--- src/pfe_pkg.sv ---
`timescale 1ns / 1ps
`default_nettype none
// ----------------------------------------------------------------------------
// pfe_pkg: shared types and constants of the postfix expression evaluator
// Character codes, status codes, operation codes and controller states.
// ----------------------------------------------------------------------------
package pfe_pkg;

   localparam int STACK_DEPTH = 64;
   localparam int PTR_W       = $clog2(STACK_DEPTH);
   localparam int CNT_W       = $clog2(STACK_DEPTH + 1);

   localparam logic [7:0] CH_ZERO   = 8'd48;
   localparam logic [7:0] CH_PLUS   = 8'd43;
   localparam logic [7:0] CH_MINUS  = 8'd45;
   localparam logic [7:0] CH_STAR   = 8'd42;
   localparam logic [7:0] CH_SLASH  = 8'd47;
   localparam logic [7:0] CH_CARET  = 8'd94;
   localparam logic [7:0] CH_LPAREN = 8'd40;
   localparam logic [7:0] CH_RPAREN = 8'd41;

   typedef enum logic [2:0] {
      ST_OK    = 3'd0,
      ST_UNDER = 3'd1,
      ST_OVER  = 3'd2,
      ST_DIVZ  = 3'd3,
      ST_ZNEG  = 3'd4
   } status_type;

   typedef enum logic [2:0] {
      OP_ADD, OP_SUB, OP_MUL, OP_DIV, OP_POW, OP_DROP
   } op_type;

   typedef enum logic [3:0] {
      S_IDLE, S_DECODE, S_RD_SECOND, S_RD_FIRST, S_EXEC, S_ITER,
      S_FINISH, S_WRITE, S_RD_TOP, S_TOP, S_OUT
   } state_type;

   typedef struct packed {
      logic       load;      // capture input beat
      logic       push_operand;
      logic       rd_second;
      logic       rd_first;
      logic       start_op;
      logic       step;
      logic       finish;
      logic       write_result;
      logic       pop_two;
      logic       take_top;
      logic       end_expr;
      logic       latch_valid;
      status_type latch_code;
   } cmd_type;

   typedef struct packed {
      logic       is_operand;
      logic       is_push_op;
      logic       full;
      logic       lt_two;
      logic       empty;
      logic       last;
      logic       iter_done;
      logic       needs_iter;
   } sts_type;

   function automatic logic is_operator(input logic [7:0] c);
      return (c == CH_PLUS) || (c == CH_MINUS) || (c == CH_STAR) ||
             (c == CH_SLASH) || (c == CH_CARET) || (c == CH_LPAREN) ||
             (c == CH_RPAREN);
   endfunction

endpackage
`default_nettype wire

--- src/pfe_control.sv ---
`timescale 1ns / 1ps
`default_nettype none
// ----------------------------------------------------------------------------
// pfe_control: sequencer of the postfix evaluator
// Steps each character through stack reads, execution and write-back.
// ----------------------------------------------------------------------------
module pfe_control
   import pfe_pkg::*;
(
   input  wire logic    clock,
   input  wire logic    reset,
   input  wire logic    req_valid,
   output logic         req_ready,
   output logic         rsp_valid,
   input  wire logic    rsp_ready,
   input  wire sts_type sts,
   output cmd_type      cmd
);

   state_type state_ff, state_in;

   always_ff @(posedge clock) begin
      if (reset) state_ff <= S_IDLE;
      else       state_ff <= state_in;
   end

   always_comb begin
      state_in  = state_ff;
      cmd       = '0;
      cmd.latch_code = ST_OK;
      req_ready = 1'b0;
      rsp_valid = 1'b0;
      unique case (state_ff)
         S_IDLE: begin
            req_ready = 1'b1;
            if (req_valid) begin
               cmd.load = 1'b1;
               state_in = S_DECODE;
            end
         end
         S_DECODE: begin
            if (sts.is_operand) begin
               if (sts.full) begin
                  cmd.latch_valid = 1'b1;
                  cmd.latch_code  = ST_OVER;
               end else cmd.push_operand = 1'b1;
               state_in = sts.last ? S_RD_TOP : S_IDLE;
            end else if (sts.lt_two) begin
               cmd.latch_valid = 1'b1;
               cmd.latch_code  = ST_UNDER;
               state_in = sts.last ? S_RD_TOP : S_IDLE;
            end else begin
               state_in = S_RD_SECOND;
            end
         end
         S_RD_SECOND: begin
            cmd.rd_second = 1'b1;
            state_in = S_RD_FIRST;
         end
         S_RD_FIRST: begin
            cmd.rd_first = 1'b1;
            state_in = S_EXEC;
         end
         S_EXEC: begin
            cmd.start_op = 1'b1;
            state_in = sts.needs_iter ? S_ITER : S_WRITE;
         end
         S_ITER: begin
            cmd.step = 1'b1;
            if (sts.iter_done) state_in = S_FINISH;
         end
         S_FINISH: begin
            cmd.finish = 1'b1;
            state_in = S_WRITE;
         end
         S_WRITE: begin
            cmd.write_result = sts.is_push_op;
            cmd.pop_two = 1'b1;
            state_in = sts.last ? S_RD_TOP : S_IDLE;
         end
         S_RD_TOP: begin
            state_in = S_TOP;
         end
         S_TOP: begin
            cmd.take_top = 1'b1;
            cmd.end_expr = 1'b1;
            cmd.latch_valid = sts.empty;
            cmd.latch_code  = ST_UNDER;
            state_in = S_OUT;
         end
         S_OUT: begin
            rsp_valid = 1'b1;
            if (rsp_ready) state_in = S_IDLE;
         end
         default: state_in = S_IDLE;
      endcase
   end

endmodule
`default_nettype wire

--- config.mk ---
export PLATFORM = sky130hd
export DESIGN_NAME = pfe_control
export DESIGN_NICKNAME = d
export VERILOG_FILES = /design/src/pfe_pkg.sv /design/src/pfe_control.sv
export SDC_FILE = /design/constraint.sdc
export NUM_CORES = 1
export LEC_CHECK = 0
export BUFFER_PORTS_ARGS = -buffer_cell sky130_fd_sc_hd__buf_2
export CAP_MARGIN = 20
export CORE_AREA = 4 4 41 43
export DETAILED_ROUTE_END_ITERATION = 6
export DIE_AREA = 0 0 45 47
export PLACE_DENSITY = 0.75
export SLEW_MARGIN = 0
export SYNTH_ARGS = -nofsm -noshare
export SYNTH_HDL_FRONTEND = slang
export SYNTH_SLANG_ARGS = --single-unit
--- constraint.sdc ---
create_clock -name clock -period 1.9 [get_ports clock]
set_input_delay 0.095 -clock clock [delete_from_list [all_inputs] [get_ports clock]]
set_output_delay 0.095 -clock clock [all_outputs]
set_load 0.05 [all_outputs]
==> impl_metrics.toml, run 1 <==
[timing]
setup_tns_ns = 0
clock.fmax_mhz = 574
hold_violations = 0
setup_violations = 0
fin_ws_ns = 0.159
final.setup_skew_ns = 0.00551
relSlewSlack_pct = 64.6
max_slew.worst_pin.slew_ns = 0.531
rsz0062_at_grt = "false"
finalCritPeriodShare_pct = 91.6
slew_violations = 0
fin_crit_ns = 1.74

[floorplanning]
die_h_um = 47
design.core.area_um2 = 1300
rows = 13
floorplan.initialDensity_pct = 33.2
dieWidth_um = 45
io_pins = 29
die-area_um2 = 2120

[critical_path]
crit_fanout = 18
crit_required_ns = 1.80
crit_path_start_kind = "flop"
critPathCaptureType = "output port"
reg2reg_to = "state_ff[3]$_SDFFE_PP0P_"
reg2reg_slack_ns = 0.38
worstSetupPathType = "flop to output port"
worst_r2r_startpoint = "state_ff[3]$_SDFFE_PP0P_"
reg2reg_depth = 3
arrival_ns = 1.65

[placement]
place_congestion = 0.825
dp_cells = 101
dp_hpwl_um = 975
place_ws_ns = 0.415
place.port_buffers = 27

[detailed_routing]
drt-initial-drc-count = 16
wirelength_um = 1260
dr.pass1.iters = 4
drcViolationCount = 0
wl_per_cell_um = 12.1
antenna_left = 0
vias = 541
vias_per_cell = 5.20

[cells_and_area]
regArea_um2 = 80.1
multi_input_area_um2 = 302
largest-register = "state_ff"
largest_registers = "state_ff x4"
fill_cells = 148
stdcell_count = 104
area_growth_pct = 31.9
diodes = 0
largest_reg_flops = 4
drive_above_1_share_pct = 38.2
layout.nets = 103
final_core_util_pct = 43.8

[yosys]
synth_flop_cell = "dfxtp_1"
yosysTopAreaCellShare_pct = 18.6
synth-async-reset-ratio_pct = 0
yosys_warnings = 0
synth_edf_count = 0
synth_most_common_cell = "nor2_1"
synth_nets = 78
synth_common_cells = "nor2_1, nor3_1, nand2_1, nand2b_1"
yosysSeqAreaShare_pct = 18.6
synth_area_leaders = "dfxtp_1, nor3_1, nand2b_1"
syn_area_per_cell_um2 = 6.54
synth_area_um2 = 432
synth_largest_area_cell = "dfxtp_1"
ys_ff_latch = 4
ys_types = 30
syn_inst = 66

[grt]
grt_pass1_wl_um = 1880
grt_max_degree = 19
grt_pass1_vias = 449
antenna_found_initial = 0
gr-usage-all-layers_pct = 12.2
grt_overflow = 0

[run]
max_cap_violations = 0

[hold_path]
min_path_type = "input pin to flop"
hold_path_depth = 2
holdPathEnd = "state_ff[1]$_SDFFE_PP0P_"
hp-start = "reset"

[cts]
cts_buffers = 3
clk_pin_slew_ns = 0.04
cts_resized = 0
cts_tree = "done"
hold_buffers = 0
cts_setup_buffers = 0
h-tree-depth = 1
clk_latency_ns = 0.24
cts.sinks = 4
cts_buffer_depth = 2
root_buffer = "clkbuf_4"

[power]
power_density_nw_per_um2 = 562
max-vdd-ir-drop_v = 0.000365
p_leak_nw = 0.279

[outcome]
status = "completed"
[worst max path at each step]
stage                               end                      from
6_report                         cmd[7]  state_ff[3]$_SDFFE_PP0P_
4_1_cts                          cmd[7]  state_ff[3]$_SDFFE_PP0P_
5_1_grt                         cmd[13]  state_ff[0]$_SDFFE_PP0P_
2_1_floorplan                   cmd[13]  state_ff[0]$_SDFFE_PP0P_
3_3_place_gp   state_ff[1]$_SDFFE_PP0P_  state_ff[3]$_SDFFE_PP0P_
3_5_place_dp   state_ff[3]$_SDFFE_PP0P_  state_ff[3]$_SDFFE_PP0P_
[critical path: stages, from the launching register on]
cell and delay, ns:
dfxtp_1 0.65, nand2b_1 0.32, nor2_1 0.08, and2_1 0.15
buf_2 0.20
[through the flow]
stage | total power, mW | cell area, µm² | hold WS (ns)
2_1_floorplan | 0.181 | 437 | 0.164
3_3_place_gp | 0.205 | 547 | 0.310
4_1_cts | 0.320 | 569 | 0.0687
5_1_grt | 0.339 | 569 | 0.0733
3_5_place_dp | 0.207 | 547 | 0.316
6_report | 0.320 | 569 | 0.0737
[power by group]
part	internal [mW]	switching [mW]
clock	0.0712	0.0422
combinational	0.0352	0.0719
sequential	0.0878	0.0114
[placed cells by master, fill, tap and decap left out, types with 2 or more instances in the layout]
| cell | netlist | final |
|---|---|---|
| dfxtp_1 | 4 | 4 |
| a21oi_1 | 4 | 4 |
| nor4_1 | 2 | 2 |
| o21ai_0 | 3 | 3 |
| clkbuf_4 | 0 | 3 |
| nand2_1 | 5 | 5 |
| nand2b_1 | 5 | 5 |
| nor3_1 | 7 | 6 |
| and3_1 | 2 | 2 |
| inv_1 | 3 | 3 |
| nor2_1 | 8 | 8 |
| buf_2 | 2 | 27 |
[layer usage]
metal	GRT usage, %	wire (µm)	vias to the layer above
li1	-	-	272
met2	18.9	610	29
met4	5.26	18	0
met1	15.8	500	236
met3	3.45	133	4
met5	0	0	-
[final cells by class]
type / instances / share of cell area (%)
multi-input cells: 52 / 53.0
repair buffers: 27 / 23.7
flip-flops and latches: 4 / 14.1
clock buffers: 3 / 3.96
well taps: 15 / 3.30
inverters: 3 / 1.98
[logic make-up after synthesis]
logic type / after synthesis / share of synthesized area (%)
compound gates: 14 / 21.2
xor+xnor: 1 / 2.03
mux: 1 / 2.32
simple gates: 35 / 42.3
flops: 4 / 18.6
other cells: 1 / 0.869
buf+inv: 10 / 12.8
(Power assumes the default switching activity.)
==> inputs of run 2 (changes only) <==
--- a/config.mk
+++ b/config.mk
@@ -11,6 +11,7 @@
 export DETAILED_ROUTE_END_ITERATION = 6
 export DIE_AREA = 0 0 45 47
 export PLACE_DENSITY = 0.75
+export RECOVER_POWER = 25
 export SLEW_MARGIN = 0
 export SYNTH_ARGS = -nofsm -noshare
 export SYNTH_HDL_FRONTEND = slang
==> impl_metrics.toml, run 2 (same netlist as run 1, synthesis figures left out) <==
[outcome]
status = "completed"

[grt]
grt_overflow = 0
grt_max_degree = 19
grt_pass1_wl_um = 1880
antenna_found_initial = 0
gr-usage-all-layers_pct = 12.2
grt_pass1_vias = 449

[cts]
cts.sinks = 4
cts_setup_buffers = 0
clk_latency_ns = 0.24
h-tree-depth = 1
cts_buffers = 3
clk_pin_slew_ns = 0.04
hold_buffers = 0
cts_buffer_depth = 2
root_buffer = "clkbuf_4"
cts_tree = "done"
cts_resized = 0

[detailed_routing]
dr.pass1.iters = 4
vias = 541
antenna_left = 0
wl_per_cell_um = 12.1
drcViolationCount = 0
wirelength_um = 1260
vias_per_cell = 5.20
drt-initial-drc-count = 16

[cells_and_area]
multi_input_area_um2 = 302
final_core_util_pct = 43.6
regArea_um2 = 80.1
layout.nets = 103
area_growth_pct = 31.3
fill_cells = 150
layout_common_cells = "buf_2, nor2_1, nor3_1"
drive_above_1_share_pct = 36.0
largest_reg_flops = 4
largest_registers = "state_ff x4"
diodes = 0
final_common_cell = "buf_2"
largest-register = "state_ff"

[timing]
slew_violations = 0
hold_violations = 0
relSlewSlack_pct = 60.3
rsz0062_at_grt = "false"
fin_ws_ns = 0.159
clock.fmax_mhz = 574
final.setup_skew_ns = 0.00551
setup_violations = 0
max_slew.worst_pin.slew_ns = 0.598
fin_crit_ns = 1.74
finalCritPeriodShare_pct = 91.6

[floorplanning]
rows = 13
floorplan.initialDensity_pct = 33.2
dieWidth_um = 45
io_pins = 29
die-area_um2 = 2120
design.core.area_um2 = 1300
die_h_um = 47

[critical_path]
crit_path_start_kind = "flop"
worst_r2r_startpoint = "state_ff[3]$_SDFFE_PP0P_"
critPathCaptureType = "output port"
max_stage_delay_ns = 0.65
arrival_ns = 1.65
cp_num_buf_inv = 1
path_delay_family = "flip-flops"
crit_required_ns = 1.80
worst_path_max_delay_cell = "dfxtp_1"
crit_fanout = 18
critPathLaunch = "state_ff[3]$_SDFFE_PP0P_"
path_cells = "nand2b_1 > nor2_1 > and2_1 > buf_2"
worstSetupPathType = "flop to output port"

[run]
max_cap_violations = 0

[power]
max-vdd-ir-drop_v = 0.000365
power_density_nw_per_um2 = 563
p_leak_nw = 0.270

[placement]
place_congestion = 0.825
dp_hpwl_um = 975
place_ws_ns = 0.415
place.port_buffers = 27

[hold_path]
hp-start = "reset"
min_path_type = "input pin to flop"
run 2: final cells by class:
type,instances,area share (%)
multi-input cells,52,53.2
repair buffers,27,23.4
flip-flops and latches,4,14.1
clock buffers,3,3.97
well taps,15,3.31
inverters,3,1.99
run 2: worst reg2reg max path, cell delays in order (launching register included):
cell	delay (ns)
dfxtp_1	0.65
nand2b_1	0.17
or3_1	0.36
a211oi_1	0.25
run 2: power breakdown:
part	leakage (nW)	switching [mW]	total, mW	internal [mW]
Combinational	0.224	0.0720	0.106	0.0345
Clock	0.0138	0.0422	0.113	0.0712
Sequential	0.0325	0.0114	0.0992	0.0878
Total	0.270	0.126	0.319	0.193
run 2: through the flow:
step                hold WS [ns]  TNS (ns)  std cells  power, mW  area (µm²)
global placement           0.310         0        101      0.205         547
detailed placement         0.316         0        101      0.207         547
finish                    0.0737         0        104      0.319         567
floorplan                  0.164     -1.13         66      0.181         437
global route              0.0733         0        104      0.338         567
CTS                       0.0687         0        104      0.320         569
run 2: routing by layer:
metal  GRT usage, %  wire [µm]  share of wire, %  up-vias
met5              0          0                 0        -
met4           5.26         18               1.4        0
met3           3.45        131                10        4
met2           18.9        610                48       29
met1           15.8        498                40      236
li1               -          -                 -      272
run 2: worst paths after layout:
| path | endpoint | slack (ns) | cells past startpoint |
|---|---|---|---|
| setup reg to reg | state_ff[3]$_SDFFE_PP0P_ | 0.38 | 3 |
| hold reg to reg | state_ff[3]$_SDFFE_PP0P_ | 0.73 | 2 |
| hold / removal | state_ff[1]$_SDFFE_PP0P_ | 0.07 | 2 |
| setup / recovery | cmd[7] | 0.16 | 4 |
